**src/rtl/core/kwsc_pkg.sv**
```systemverilog
// ----------------------------------------------------------------------------
// kwsc_pkg
// shared types and constants for the keyword substitution cipher
// ----------------------------------------------------------------------------
package kwsc_pkg;

    localparam int unsigned ALPHA_LEN  = 26;
    localparam int unsigned LETTER_W   = 5;
    localparam int unsigned CFG_ADDR_W = 3;
    localparam int unsigned CFG_DATA_W = 32;

    localparam logic [7:0] LETTER_A = 8'd65;
    localparam logic [7:0] LETTER_Z = 8'd90;
    localparam logic [7:0] LOWER_A  = 8'd97;
    localparam logic [7:0] LOWER_Z  = 8'd122;

    localparam logic [LETTER_W-1:0] LAST_LETTER        = LETTER_W'(ALPHA_LEN - 1);
    localparam logic [LETTER_W-1:0] ALPHA_COUNT        = LETTER_W'(ALPHA_LEN);
    localparam logic [LETTER_W-1:0] MIN_DISTINCT_RESET = 5'd8;

    // register index, taken from paddr[2]
    localparam logic REG_MIN_DISTINCT = 1'b0;

    typedef logic [LETTER_W-1:0] letter_t;

    typedef enum logic [1:0] {
        REQ_KEY_CHAR = 2'd0,
        REQ_KEY_END  = 2'd1,
        REQ_PLAIN    = 2'd2,
        REQ_CLEAR    = 2'd3
    } req_t;

    typedef enum logic [1:0] {
        STATUS_OK          = 2'd0,
        STATUS_KEY_INVALID = 2'd1,
        STATUS_NO_KEY      = 2'd2
    } status_t;

    typedef enum logic {
        ST_IDLE,
        ST_FILL
    } state_t;

    typedef struct packed {
        logic exec;
        logic fill_init;
        logic fill_step;
        logic fill_finish;
    } kwsc_cmd_t;

    typedef struct packed {
        logic key_ready;
        logic fill_last;
    } kwsc_stat_t;

endpackage

```
**src/rtl/core/keyword_substitution_cipher.sv**
```systemverilog
// ----------------------------------------------------------------------------
// keyword_substitution_cipher
// keyword cipher with a keyed alphabet built from a streamed key
// ----------------------------------------------------------------------------
// An item is taken on start while busy is low. Key characters, plaintext
// characters, clear-key requests and a repeated key end are each handled at
// once with busy left low, so a new item can follow in the next cycle; a
// result appears on result_valid, char_out and status in the cycle after the
// item is taken and lasts that one cycle only, with no way for the receiver to
// stall it. The first key end after a key walks all 26 letters through the
// fill sequencer, one letter a cycle, to append the unused letters to the
// keyed alphabet: busy is high while the walk runs, the status result is
// shown in the cycle that busy falls, and the next item can be taken in that
// same cycle.
// ----------------------------------------------------------------------------
module keyword_substitution_cipher
    import kwsc_pkg::*;
(
    input  logic                  clk,
    input  logic                  rst_n,
    input  logic                  start,
    output logic                  busy,
    input  logic [1:0]            req_type,
    input  logic [7:0]            char_in,
    output logic                  result_valid,
    output logic [7:0]            char_out,
    output logic [1:0]            status,
    input  logic                  psel,
    input  logic                  penable,
    input  logic                  pwrite,
    input  logic [CFG_ADDR_W-1:0] paddr,
    input  logic [CFG_DATA_W-1:0] pwdata,
    output logic [CFG_DATA_W-1:0] prdata,
    output logic                  pready
);

    kwsc_cmd_t  cmd;
    kwsc_stat_t stat;
    letter_t    min_distinct;

    kwsc_regs u_regs (
        .clk          (clk),
        .rst_n        (rst_n),
        .psel         (psel),
        .penable      (penable),
        .pwrite       (pwrite),
        .paddr        (paddr),
        .pwdata       (pwdata),
        .prdata       (prdata),
        .pready       (pready),
        .min_distinct (min_distinct)
    );

    kwsc_ctrl u_ctrl (
        .clk      (clk),
        .rst_n    (rst_n),
        .start    (start),
        .req_type (req_type),
        .stat     (stat),
        .cmd      (cmd),
        .busy     (busy)
    );

    kwsc_dp u_dp (
        .clk          (clk),
        .rst_n        (rst_n),
        .cmd          (cmd),
        .req_type     (req_type),
        .char_in      (char_in),
        .min_distinct (min_distinct),
        .stat         (stat),
        .result_valid (result_valid),
        .char_out     (char_out),
        .status       (status)
    );

endmodule

```
**src/rtl/core/kwsc_regs.sv**
```systemverilog
// ----------------------------------------------------------------------------
// kwsc_regs
// apb configuration register: minimum distinct key letters
// ----------------------------------------------------------------------------
module kwsc_regs
    import kwsc_pkg::*;
(
    input  logic                  clk,
    input  logic                  rst_n,
    input  logic                  psel,
    input  logic                  penable,
    input  logic                  pwrite,
    input  logic [CFG_ADDR_W-1:0] paddr,
    input  logic [CFG_DATA_W-1:0] pwdata,
    output logic [CFG_DATA_W-1:0] prdata,
    output logic                  pready,
    output letter_t               min_distinct
);

    letter_t min_distinct_reg;
    letter_t min_distinct_next;
    logic    hit;

    assign hit    = (paddr[2] == REG_MIN_DISTINCT);
    assign pready = 1'b1;

    always_comb
    begin
        min_distinct_next = min_distinct_reg;
        if (psel && penable && pwrite && hit)
        begin
            min_distinct_next = pwdata[LETTER_W-1:0];
        end
    end

    always_ff @(posedge clk or negedge rst_n)
    begin
        if (!rst_n)
        begin
            min_distinct_reg <= MIN_DISTINCT_RESET;
        end
        else
        begin
            min_distinct_reg <= min_distinct_next;
        end
    end

    assign prdata       = hit ? {{(CFG_DATA_W-LETTER_W){1'b0}}, min_distinct_reg} : '0;
    assign min_distinct = min_distinct_reg;

endmodule

```
**src/rtl/core/kwsc_ctrl.sv**
```systemverilog
// ----------------------------------------------------------------------------
// kwsc_ctrl
// controller: request execution and the keyed alphabet fill walk
// ----------------------------------------------------------------------------
module kwsc_ctrl
    import kwsc_pkg::*;
(
    input  logic       clk,
    input  logic       rst_n,
    input  logic       start,
    input  logic [1:0] req_type,
    input  kwsc_stat_t stat,
    output kwsc_cmd_t  cmd,
    output logic       busy
);

    state_t state_reg;
    state_t state_next;

    always_ff @(posedge clk or negedge rst_n)
    begin
        if (!rst_n)
        begin
            state_reg <= ST_IDLE;
        end
        else
        begin
            state_reg <= state_next;
        end
    end

    always_comb
    begin
        state_next = state_reg;
        cmd        = '0;
        busy       = 1'b0;
        case (state_reg)
            ST_IDLE:
            begin
                if (start)
                begin
                    if ((req_type == REQ_KEY_END) && !stat.key_ready)
                    begin
                        cmd.fill_init = 1'b1;
                        state_next    = ST_FILL;
                    end
                    else
                    begin
                        cmd.exec = 1'b1;
                    end
                end
            end
            ST_FILL:
            begin
                busy          = 1'b1;
                cmd.fill_step = 1'b1;
                if (stat.fill_last)
                begin
                    cmd.fill_finish = 1'b1;
                    state_next      = ST_IDLE;
                end
            end
            default:
            begin
                state_next = ST_IDLE;
            end
        endcase
    end

endmodule

```
**src/rtl/core/kwsc_dp.sv**
```systemverilog
// ----------------------------------------------------------------------------
// kwsc_dp
// datapath: seen map, letter count, keyed alphabet table, result register
// ----------------------------------------------------------------------------
module kwsc_dp
    import kwsc_pkg::*;
(
    input  logic       clk,
    input  logic       rst_n,
    input  kwsc_cmd_t  cmd,
    input  logic [1:0] req_type,
    input  logic [7:0] char_in,
    input  letter_t    min_distinct,
    output kwsc_stat_t stat,
    output logic       result_valid,
    output logic [7:0] char_out,
    output logic [1:0] status
);

    logic [ALPHA_LEN-1:0] seen_reg;
    logic [ALPHA_LEN-1:0] seen_next;
    letter_t              count_reg;
    letter_t              count_next;
    logic                 key_ready_reg;
    logic                 key_ready_next;
    logic                 key_valid_reg;
    logic                 key_valid_next;
    letter_t              fill_idx_reg;
    letter_t              fill_idx_next;
    letter_t              pos_reg;
    letter_t              pos_next;
    letter_t              table_reg [ALPHA_LEN];

    logic                 result_valid_reg;
    logic                 result_valid_next;
    logic [7:0]           char_out_reg;
    logic [7:0]           char_out_next;
    logic [1:0]           status_reg;
    logic [1:0]           status_next;

    logic                 wr_en;
    letter_t              wr_addr;
    letter_t              wr_data;

    logic                 is_lower;
    logic                 is_upper;
    logic [7:0]           lower_off;
    logic [7:0]           upper_off;
    letter_t              key_idx;
    logic [ALPHA_LEN-1:0] seen_eff;
    letter_t              count_eff;
    letter_t              sub_letter;

    assign is_lower  = (char_in >= LOWER_A) && (char_in <= LOWER_Z);
    assign is_upper  = (char_in >= LETTER_A) && (char_in <= LETTER_Z);
    assign lower_off = char_in - LOWER_A;
    assign upper_off = char_in - LETTER_A;
    assign key_idx   = is_lower ? lower_off[LETTER_W-1:0] : upper_off[LETTER_W-1:0];

    // a key character after key end starts a new key
    assign seen_eff   = key_ready_reg ? '0 : seen_reg;
    assign count_eff  = key_ready_reg ? '0 : count_reg;
    assign sub_letter = table_reg[upper_off[LETTER_W-1:0]];

    always_comb
    begin
        seen_next         = seen_reg;
        count_next        = count_reg;
        key_ready_next    = key_ready_reg;
        key_valid_next    = key_valid_reg;
        fill_idx_next     = fill_idx_reg;
        pos_next          = pos_reg;
        result_valid_next = 1'b0;
        char_out_next     = char_out_reg;
        status_next       = status_reg;
        wr_en             = 1'b0;
        wr_addr           = count_eff;
        wr_data           = key_idx;

        if (cmd.exec)
        begin
            case (req_type)
                REQ_KEY_CHAR:
                begin
                    seen_next      = seen_eff;
                    count_next     = count_eff;
                    key_ready_next = 1'b0;
                    key_valid_next = key_ready_reg ? 1'b0 : key_valid_reg;
                    if ((is_lower || is_upper) && !seen_eff[key_idx]
                        && (count_eff < ALPHA_COUNT))
                    begin
                        seen_next[key_idx] = 1'b1;
                        count_next         = count_eff + 1'b1;
                        wr_en              = 1'b1;
                    end
                end
                REQ_KEY_END:
                begin
                    // only reached with a finalized key
                    result_valid_next = 1'b1;
                    char_out_next     = '0;
                    status_next       = key_valid_reg ? STATUS_OK : STATUS_KEY_INVALID;
                end
                REQ_PLAIN:
                begin
                    result_valid_next = 1'b1;
                    if (!key_ready_reg)
                    begin
                        char_out_next = '0;
                        status_next   = STATUS_NO_KEY;
                    end
                    else if (!key_valid_reg)
                    begin
                        char_out_next = '0;
                        status_next   = STATUS_KEY_INVALID;
                    end
                    else
                    begin
                        char_out_next = is_upper
                            ? (LETTER_A + {{(8-LETTER_W){1'b0}}, sub_letter}) : char_in;
                        status_next   = STATUS_OK;
                    end
                end
                REQ_CLEAR:
                begin
                    seen_next      = '0;
                    count_next     = '0;
                    key_ready_next = 1'b0;
                    key_valid_next = 1'b0;
                end
                default:
                begin
                    seen_next = seen_reg;
                end
            endcase
        end

        if (cmd.fill_init)
        begin
            fill_idx_next = '0;
            pos_next      = count_reg;
        end

        if (cmd.fill_step)
        begin
            fill_idx_next = fill_idx_reg + 1'b1;
            if (!seen_reg[fill_idx_reg] && (pos_reg < ALPHA_COUNT))
            begin
                wr_en    = 1'b1;
                wr_addr  = pos_reg;
                wr_data  = fill_idx_reg;
                pos_next = pos_reg + 1'b1;
            end
        end

        if (cmd.fill_finish)
        begin
            key_ready_next    = 1'b1;
            key_valid_next    = (count_reg >= min_distinct);
            result_valid_next = 1'b1;
            char_out_next     = '0;
            status_next       = (count_reg >= min_distinct) ? STATUS_OK : STATUS_KEY_INVALID;
        end
    end

    always_ff @(posedge clk or negedge rst_n)
    begin
        if (!rst_n)
        begin
            seen_reg         <= '0;
            count_reg        <= '0;
            key_ready_reg    <= 1'b0;
            key_valid_reg    <= 1'b0;
            fill_idx_reg     <= '0;
            pos_reg          <= '0;
            result_valid_reg <= 1'b0;
        end
        else
        begin
            seen_reg         <= seen_next;
            count_reg        <= count_next;
            key_ready_reg    <= key_ready_next;
            key_valid_reg    <= key_valid_next;
            fill_idx_reg     <= fill_idx_next;
            pos_reg          <= pos_next;
            result_valid_reg <= result_valid_next;
        end
    end

    always_ff @(posedge clk)
    begin
        char_out_reg <= char_out_next;
        status_reg   <= status_next;
        if (wr_en)
        begin
            table_reg[wr_addr] <= wr_data;
        end
    end

    assign stat.key_ready = key_ready_reg;
    assign stat.fill_last = (fill_idx_reg == LAST_LETTER);

    assign result_valid = result_valid_reg;
    assign char_out     = char_out_reg;
    assign status       = status_reg;

endmodule

```
**config.mk**
```make
export PLATFORM = sky130hd
export DESIGN_NAME = keyword_substitution_cipher
export DESIGN_NICKNAME = d
export VERILOG_FILES = /design/src/rtl/core/kwsc_pkg.sv /design/src/rtl/core/keyword_substitution_cipher.sv /design/src/rtl/core/kwsc_regs.sv /design/src/rtl/core/kwsc_ctrl.sv /design/src/rtl/core/kwsc_dp.sv
export SDC_FILE = /design/constraint.sdc
export NUM_CORES = 1
export LEC_CHECK = 0
export ABC_AREA = 1
export ABC_CLOCK_PERIOD_IN_PS = 6700
export BUFFER_PORTS_ARGS = -buffer_cell sky130_fd_sc_hd__buf_4
export CAP_MARGIN = 10
export CORE_MARGIN = 8
export CORE_UTILIZATION = 35
export DETAILED_ROUTE_END_ITERATION = 10
export GPL_TIMING_DRIVEN = 0
export PLACE_DENSITY = 0.6
export REMOVE_ABC_BUFFERS = 1
export SYNTH_ARGS = -nofsm -noshare
export SYNTH_HDL_FRONTEND = slang
export SYNTH_SLANG_ARGS = --single-unit
```
**constraint.sdc**
```tcl
create_clock -name clk -period 6.7 [get_ports clk]
set_input_delay 0.335 -clock clk [delete_from_list [all_inputs] [get_ports clk]]
set_output_delay 0.335 -clock clk [all_outputs]
set_load 0.03 [all_outputs]
```
==> impl_metrics.json, run 1 <==
{
  "status": "complete, no violations",
  "synth_compound_area_share_pct": 5.87,
  "peakVddDrop_v": 0.000217,
  "synth_top_family_by_area": "simple AND/OR/NAND/NOR gates",
  "synth_top_area_share_pct": 38.0,
  "synthArstFlopShare_pct": 26.3,
  "synthSimpleGateAreaFrac_pct": 31.1,
  "crit_fanout": 84,
  "synth_fa_ha_area_share_pct": 2.28,
  "finalCritPeriodShare_pct": 69.5,
  "endpoint": "u_dp.table_reg[3][1]",
  "postCtsSetupBuffers": 0,
  "cp-end-kind": "flop",
  "slew_viol_final": 0,
  "vias_per_cell": 4.79,
  "coreArea_mm2": 0.0295,
  "rrSetupSlack_ns": 3.17,
  "r2r-start": "u_dp.fill_idx_reg[0]",
  "worst-path-buf-inv": 3,
  "final_cells": 1679,
  "synthCells": 1264,
  "fin_nets": 1346,
  "fillers": 2990,
  "setup_viol": 0,
  "portBuffers": 38,
  "dr_wl_met3_um": 1520,
  "grt_max_degree": 85,
  "start_kind": "input pin",
  "cts_buffer_depth": 2,
  "period_minus_slack_ns": 4.66,
  "wl_met2_um": 12000,
  "clkLatencyLatePin_ns": 0.44,
  "grt_pass1_vias": 7526,
  "crit_required_ns": 6.78,
  "row_count": 63,
  "yosys_warnings": 0,
  "hold_class": "input pin to flop",
  "hold_viol": 0,
  "placed_cells": 1646,
  "num_vias": 8049,
  "highest_layer": "met4",
  "max_cap_viol_count": 0,
  "yosys.area.top_type": "edfxtp_1",
  "drive_gt1_share_pct": 11.1,
  "grt_antenna_before_repair": 0,
  "cts-root-buf": "clkbuf_16",
  "path_cells": "buf_4 > inv_4 > ha_2 > inv_2 > nand2_1 > a21oi_1 > o21ai_2 > nand2_1 > nor2_4 > nand3_2 > nand2_4 > nand3_2 > nor2_1",
  "synth_cell_types": 46,
  "ant_nets": 0,
  "antenna_cells": 0,
  "ys.flop_type": "edfxtp_1",
  "ff2ff_path_depth": 12,
  "synth_common_cells": "492 x nand2_1, 132 x edfxtp_1, 101 x nor2_1, 97 x inv_1, 86 x nand3_1",
  "p_per_area_mw_per_mm2": 399,
  "critPathMaxStageDelay_ns": 0.84,
  "cts_num_sinks": 190,
  "slowest_stage": "ha_2",
  "synth.area.top_cells": "edfxtp_1 38%, nand2_1 18%, dfrtp_1 12%",
  "critical_path_class": "input pin to flop",
  "leakage_nw": 5.11,
  "arrival_ns": 4.73,
  "drt-total-wl_um": 24900,
  "fin_tns_setup_ns": 0,
  "place_congestion": 0.811,
  "synth_xor_area_share_pct": 0.420,
  "yosysMostFrequentCell": "nand2_1",
  "largest_reg_flops": 130,
  "syn-cell-area_mm2": 0.0104,
  "start_util_pct": 35.4,
  "cts_resized": 0,
  "htree_levels": 4,
  "synthMuxAreaShare_pct": 0,
  "tritoncts": "built",
  "crit-reg2reg-capture": "u_dp.table_reg[22][4]",
  "fp.dieW_um": 189,
  "synth-seq-cells": 190,
  "critical-path-top-delay-family": "buffers and inverters",
  "drtIter0Drc": 605,
  "drc": 0,
  "syn_area_per_cell_um2": 8.25,
  "hpwl_um": 16500,
  "worstMarginPinSlew_ns": 0.979,
  "wl_met1_um": 11200,
  "die_h_um": 189,
  "grtUsageTotal_pct": 14.0,
  "syn_to_final_growth_pct": 10.8,
  "grt-ovfl-total": 0,
  "crit_start": "char_in[0]",
  "max_freq_mhz": 215,
  "cts.clk_slew.worst_paths_ns": 0.07,
  "cts_made_buffers": 17,
  "dieArea_mm2": 0.0356,
  "ios": 96,
  "path_depth": 13,
  "dr.pass1.iters": 7,
  "ys_seq_area_share_pct": 51.6,
  "rsz0062_at_grt": "false",
  "slew_headroom_pct": 34.4,
  "wl_per_cell_um": 14.9,
  "grt_pass1_wl_um": 39800,
  "fin_worst_skew_ns": 0.0109,
  "synth_enable_flop_cells": 132
}
## routing by layer
layer	track usage [%]	vias up
met1	17.9	3763
li1	-	4052
met3	3.11	20
met5	0	-
met4	3.52	0
met2	23.5	214
## cell type report
| type | instances | area (um^2) | area share [%] |
|---|---|---|---|
| Sequential cell | 190 | 5380 | 46.5 |
| Multi-Input combinational cell | 913 | 4260 | 36.9 |
| Tap cell | 390 | 488 | 4.22 |
| Clock buffer | 17 | 425 | 3.68 |
| Inverter | 109 | 414 | 3.58 |
| Timing Repair Buffer | 45 | 398 | 3.44 |
| Clock inverter | 15 | 190 | 1.65 |
## worst min-delay path by stage
stage | from | end | depth (start not counted)
floorplan | rst_n | u_ctrl.state_reg | 0
global placement | rst_n | u_regs.min_distinct[1] | 1
detailed placement | rst_n | u_regs.min_distinct[2] | 1
CTS | pwdata[4] | u_regs.min_distinct[4] | 3
global route | pwdata[3] | u_regs.min_distinct[3] | 3
finish | pwdata[4] | u_regs.min_distinct[4] | 3
## tightest hold or removal path, stage by stage
cell,delay [ns]
buf_4,0.07
nor2_1,0.03
a21oi_1,0.10
## stage by stage
stage                     setup slack (ns)  util (%)  hold WS, ns  instance area (um^2)  power, mW
after floorplan                       2.95         -       0.0394                 10000       2.96
after global placement             -0.0463      36.6        0.413                 10800       3.50
final                                 2.04      39.2        0.151                 11600       4.61
after CTS                             2.00      39.2        0.129                 11600       4.65
after detailed placement              1.53      37.1        0.412                 10900       3.60
after global routing                  1.70      39.2        0.146                 11600       4.90
## power by group
part | internal [mW] | total (mW) | leakage (nW) | switching (mW)
registers | 1.74 | 1.88 | 1.91 | 0.143
clock network | 0.540 | 1.04 | 0.300 | 0.503
logic | 0.456 | 1.69 | 2.91 | 1.23
## repair_timing
action | 4_1_cts | 5_1_grt
endpoints found under the hold margin | 49 | 0
hold buffers | 1 | 0
setup endpoints to repair | 0 | 0
## layout by cell type (no fill, tap or decap), drive strengths merged, types with 2 or more instances in the layout
cell	instances
buf	44
o22ai	3
clkbuf	17
a211oi	2
dfxtp	8
conb	28
clkinv	7
nor2	121
o21a	2
o211ai	4
inv	116
nor3	3
ha	19
nand3	98
nor3b	2
o21ai	79
nand2	505
edfxtp	132
or2	3
xor2	5
dfrtp	49
a31oi	2
nand4	16
a21oi	18
## cell families after synthesis
logic type                 Yosys count
xor gates and xnor gates             5
adders and majority gates           19
and+or+nand+nor                    748
DFF                                190
buffers and inverters              187
AOI/OAI and AO/OA                  113
other                                2
No activity file was read; power rests on OpenSTA's default activity.
==> run 2, diff against run 1 <==
ABC_CLOCK_PERIOD_IN_PS = 4150   (was 6700)
PLACE_DENSITY = 0.62   (was 0.6)
clock period = 4.15 ns   (was 6.7 ns; I/O delays follow)
==> impl_metrics.json, run 2 (same netlist as run 1, synthesis figures left out) <==
{
  "num_vias": 8071,
  "ios": 96,
  "fp.dieW_um": 189,
  "cts_buffer_depth": 2,
  "cts-root-buf": "clkbuf_16",
  "place_ws_ns": -1.33,
  "dr.pass1.iters": 5,
  "hold_class": "input pin to flop",
  "fin_worst_skew_ns": 0.0119,
  "die_h_um": 189,
  "setup_viol": 0,
  "fillers": 2952,
  "hold_viol": 0,
  "dpl_cell_area_mm2": 0.0109,
  "whs_ns": 0.0170,
  "drt-total-wl_um": 25300,
  "finalCritPeriodShare_pct": 93.8,
  "p_sw_mw": 3.10,
  "worst-path-buf-inv": 3,
  "cts_made_buffers": 17,
  "period_minus_slack_ns": 3.89,
  "grt_pass1_vias": 7577,
  "fin_nets": 1347,
  "endpoint": "u_dp.table_reg[23][0]",
  "antenna_cells": 0,
  "final_util_pct": 39.3,
  "cp-end-kind": "flop",
  "grt_max_degree": 85,
  "worstMarginPinSlew_ns": 0.994,
  "syn_to_final_growth_pct": 11.0,
  "grt-ovfl-total": 0,
  "stdcell_area_mm2": 0.0116,
  "row_count": 63,
  "tritoncts": "built",
  "portBuffers": 38,
  "max_freq_mhz": 257,
  "path_cells": "clkbuf_8 > inv_6 > ha_4 > inv_2 > nand2_1 > a21oi_1 > o21ai_2 > nand2_1 > nor2_4 > nand3_2 > nand2_4 > nand3_2 > nor2_1",
  "htree_levels": 4,
  "clkLatencyLatePin_ns": 0.44,
  "pwr-share-seq_pct": 40.6,
  "slew_headroom_pct": 33.7,
  "p_per_area_mw_per_mm2": 647,
  "coreArea_mm2": 0.0295,
  "slew_viol_final": 0,
  "rrSetupSlack_ns": 0.43,
  "dieArea_mm2": 0.0356,
  "slowest_stage": "ha_4",
  "comb_power_share_pct": 37.5,
  "critical-path-top-delay-family": "simple AND/OR/NAND/NOR gates",
  "ff2ff_path_depth": 12,
  "grt_pass1_wl_um": 40100,
  "switching_share_pct": 41.4,
  "critPathMaxStageDelay_ns": 0.65,
  "vias_per_cell": 4.80,
  "drtIter0Drc": 543,
  "crit_fanout": 84,
  "r2r-start": "u_dp.fill_idx_reg[0]",
  "rsz0062_at_grt": "false",
  "largest_reg_flops": 130,
  "cts.clk_slew.worst_paths_ns": 0.07,
  "cts_num_sinks": 190,
  "crit-reg2reg-capture": "u_dp.table_reg[2][2]",
  "wl_per_cell_um": 15.1,
  "hpwl_um": 16300,
  "grtUsageTotal_pct": 14.0,
  "drive_gt1_share_pct": 11.4,
  "layout_commonest_cell": "nand2_1",
  "ant_nets": 0,
  "start_util_pct": 35.4,
  "clockPowerShare_pct": 21.9,
  "start_kind": "input pin",
  "status": "complete, no violations",
  "grt_antenna_before_repair": 0,
  "arrival_ns": 3.97,
  "setup_slack_ns": 0.257,
  "drc": 0,
  "place_congestion": 0.809,
  "crit_start": "char_in[0]",
  "critical_path_class": "input pin to flop",
  "intPower_mw": 4.39,
  "path_depth": 13,
  "max_cap_viol_count": 0,
  "mostFrequentLayoutCells": "492 x nand2_1, 132 x edfxtp_1, 97 x inv_1, 97 x nor2_1, 86 x nand3_1",
  "leakage_nw": 5.12,
  "peakVddDrop_v": 0.000433,
  "crit_required_ns": 4.23
}
[run 2: power groups by stage]
stage          Combinational [mW]  Sequential (mW)  Clock [mW]
6_report                     2.81             3.04        1.64
5_1_grt                      3.11             3.08        1.73
4_1_cts                      2.80             3.04        1.66
3_5_place_dp                 2.77             3.08           0
3_3_place_gp                 2.50             3.13           0
2_1_floorplan                1.74             3.05           0
[run 2: cell type report]
cell class                      count  area [um^2]  area share, %
Clock buffer                       17          425           3.68
Clock inverter                     15          165           1.43
Inverter                          109          417           3.60
Multi-Input combinational cell    913         4280           37.0
Sequential cell                   190         5380           46.5
Tap cell                          390          488           4.22
Timing Repair Buffer               46          423           3.65
[run 2: how the worst min path moves through the flow]
stage               from                     end  slack [ns]  depth (start not counted)
2_1_floorplan      rst_n        u_ctrl.state_reg       -0.09                          0
6_report       pwdata[2]  u_regs.min_distinct[2]        0.02                          3
3_5_place_dp       rst_n  u_regs.min_distinct[0]        0.30                          1
3_3_place_gp       rst_n  u_regs.min_distinct[1]        0.29                          1
5_1_grt        pwdata[0]  u_regs.min_distinct[0]       0.009                          3
4_1_cts        pwdata[4]  u_regs.min_distinct[4]       0.006                          3
[run 2: layer usage]
layer / GRT usage (%) / up-vias / share of wire, % / routed length (um)
met4: 4.96 / 0 / 1.9 / 484
met1: 17.8 / 3739 / 45 / 11300
li1: - / 4066 / - / -
met3: 3.03 / 37 / 6.2 / 1570
met5: 0 / - / 0 / 0
met2: 23.3 / 229 / 47 / 12000
[run 2: stage by stage]
step / setup TNS [ns] / std cells / total power, mW
after floorplan: 0 / 1212 / 4.78
after global placement: -505.14 / 1640 / 5.63
after detailed placement: -181.38 / 1645 / 5.84
after CTS: 0 / 1680 / 7.50
after global routing: 0 / 1680 / 7.93
final: 0 / 1680 / 7.49
[run 2: repair_timing]
action | CTS | global route
resized for setup | 2 | 5
hold endpoints to repair | 50 | 0
setup buffers | 1 | 0
cloned | 0 | 0
setup endpoints to repair | 165 | 100
hold buffers | 2 | 0
pin swaps | 1 | 0
[run 2: worst min-delay path: cells and delay by family]
family	cells	cell delay [ns]
compound gates	1	0.10
buf+inv	1	0.08
simple gates	1	0.03
==> run 3, diff against run 2 <==
SYNTH_HIERARCHICAL = 1   (was not set)
==> impl_metrics.json, run 3 <==
{
  "cts_made_buffers": 17,
  "worstMarginPinSlew_ns": 1.11,
  "dpl_cell_area_mm2": 0.0111,
  "synth-seq-cells": 190,
  "portBuffers": 38,
  "drive_gt1_share_pct": 11.4,
  "syn_area_per_cell_um2": 8.26,
  "slowest_stage": "ha_4",
  "syn_to_final_growth_pct": 11.3,
  "drc": 0,
  "htree_levels": 4,
  "setup_viol": 0,
  "place_ws_ns": -0.834,
  "final_cells": 1702,
  "num_vias": 8217,
  "die_h_um": 190,
  "fp.dieW_um": 190,
  "slew_headroom_pct": 25.5,
  "rsz0062_at_grt": "false",
  "arrival_ns": 3.93,
  "path_depth": 13,
  "cp-end-kind": "flop",
  "total_power_mw": 6.97,
  "cts_buffer_depth": 2,
  "max_cap_viol_count": 0,
  "drt-total-wl_um": 26000,
  "layout_commonest_cell": "nand2_1",
  "synth_top_area_share_pct": 37.4,
  "grt_pass1_vias": 7991,
  "max_freq_mhz": 259,
  "critical-path-top-delay-family": "simple AND/OR/NAND/NOR gates",
  "finalCritPeriodShare_pct": 92.9,
  "ios": 96,
  "yosysMostFrequentCell": "nand2_1",
  "drtIter0Drc": 633,
  "synth_cell_types": 51,
  "postCtsSetupBuffers": 0,
  "cts-root-buf": "clkbuf_16",
  "leakage_nw": 5.29,
  "period_minus_slack_ns": 3.86,
  "hpwl_um": 17300,
  "synthArstFlopShare_pct": 26.3,
  "row_count": 63,
  "crit_required_ns": 4.22,
  "ant_nets": 0,
  "critical_path_class": "input pin to flop",
  "ys.flop_type": "edfxtp_1",
  "wl_per_cell_um": 15.3,
  "seqCellArea_mm2": 0.00538,
  "place_congestion": 0.836,
  "grt_max_degree": 82,
  "synth.area.top_cells": "edfxtp_1 37%, nand2_1 18%, dfrtp_1 12%",
  "dr.pass1.iters": 5,
  "fin_nets": 1371,
  "hold_viol": 0,
  "ff2ff_path_depth": 13,
  "grt_pass1_wl_um": 42100,
  "mostFrequentLayoutCells": "498 x nand2_1, 132 x edfxtp_1, 122 x inv_1",
  "fillers": 2937,
  "vias_per_cell": 4.83,
  "syn-cell-area_mm2": 0.0106,
  "setup_slack_ns": 0.293,
  "fin_worst_skew_ns": 0.0137,
  "synth_common_cells": "498 x nand2_1, 132 x edfxtp_1, 122 x inv_1, 112 x nand3_1, 85 x nor2_1",
  "worstHoldPathCells": 3,
  "fin_tns_setup_ns": 0,
  "yosys_warnings": 6,
  "grtUsageTotal_pct": 14.6,
  "largest_reg_flops": 130,
  "grt_antenna_before_repair": 0,
  "hold_class": "input pin to flop",
  "crit_fanout": 81,
  "worst-path-buf-inv": 3,
  "synth_enable_flop_cells": 132,
  "dieArea_mm2": 0.0361,
  "slew_viol_final": 0,
  "antenna_cells": 0,
  "placed_cells": 1667,
  "stdcell_area_mm2": 0.0118,
  "yosys.area.top_type": "edfxtp_1",
  "p_per_area_mw_per_mm2": 590,
  "status": "complete, no violations",
  "clkLatencyLatePin_ns": 0.44,
  "synthCells": 1285,
  "grt-ovfl-total": 0,
  "tritoncts": "built",
  "start_util_pct": 35.7,
  "ys_seq_area_share_pct": 50.7,
  "critPathMaxStageDelay_ns": 0.70,
  "multi_input_area_mm2": 0.00438,
  "start_kind": "input pin",
  "peakVddDrop_v": 0.000258,
  "cts_num_sinks": 190,
  "coreArea_mm2": 0.0297,
  "path_cells": "buf_6 > inv_4 > ha_4 > inv_2 > nand3_1 > nand2_1 > nand2_1 > nand3_1 > nor2_4 > nand3b_1 > nand2_4 > nand3_4 > nor2_1",
  "cts.clk_slew.worst_paths_ns": 0.07
}
-- run 3: per-stage QoR --
step,hold slack (ns),utilization (%)
finish,0.0138,39.7
detailed placement,0.282,37.5
floorplan,-0.0881,-
CTS,0.00760,39.7
global placement,0.284,36.9
global route,0.0252,39.7
-- run 3: area by class of cell --
| cell class | instances | share of cell area, % |
|---|---|---|
| clock buffers | 18 | 3.63 |
| clock inverters | 14 | 1.48 |
| inverters | 133 | 4.25 |
| multi-input cells | 909 | 37.1 |
| flip-flops and latches | 190 | 45.5 |
| well taps | 390 | 4.13 |
| repair buffers | 48 | 3.88 |
-- run 3: cells by family (layout without fill, tap and decap cells) --
| kind of cell | after synthesis | in the layout | share of synthesized area [%] |
|---|---|---|---|
| buffers and inverters | 212 | 213 | 9.47 |
| DFF | 190 | 190 | 50.7 |
| xor gates and xnor gates | 7 | 7 | 0.719 |
| and+or+nand+nor | 752 | 752 | 30.6 |
| other | 2 | 28 | 0.0708 |
| AOI/OAI and AO/OA | 101 | 101 | 5.94 |
| adders and majority gates | 21 | 21 | 2.48 |
-- run 3: layer usage --
layer	part of all wire, %	GRT usage, %	routed length (um)	up-vias
li1	-	-	-	4087
met1	45	18.4	11600	3862
met2	47	24.5	12300	222
met3	5.2	2.00	1350	46
met4	2.9	6.67	749	0
met5	0	0	0	-
-- run 3: final timing paths --
path,start,to,slack [ns]
max in group asynchronous,rst_n,u_dp/seen_reg[0],3.38
worst max register to register,u_dp/fill_idx_reg[0],u_dp/table_reg[20][0],0.61
worst min-delay path,pwdata[2],u_regs/min_distinct[2],0.01
worst max-delay path,char_in[0],u_dp/table_reg[20][0],0.29
min in group asynchronous,rst_n,u_regs/min_distinct[1],0.34
worst min register to register,u_dp/char_out[5],u_dp/char_out[5],0.46
-- run 3: what timing repair did --
action	4_1_cts	5_1_grt
setup endpoints to repair	131	130
hold buffers	3	0
hold endpoints to repair	51	0
resized for setup	2	2
-- run 3: where the power goes --
group	internal, mW	switching (mW)
clock	0.866	0.784
combinational	0.758	1.81
sequential	2.55	0.205
total	4.17	2.80
-- run 3: worst register-to-register path, stage by stage (launching register included) --
cell and delay, ns:
dfrtp_1 0.79, inv_2 0.31, or2_0 0.28, nand2_1 0.06
nand3_1 0.06, nand3_1 0.09, nand3_2 0.11, nand2_4 0.13
nand2_8 0.21, nand2_1 0.13, nand2_1 0.18, inv_2 0.15
nand3_4 0.17, nor2_1 0.51
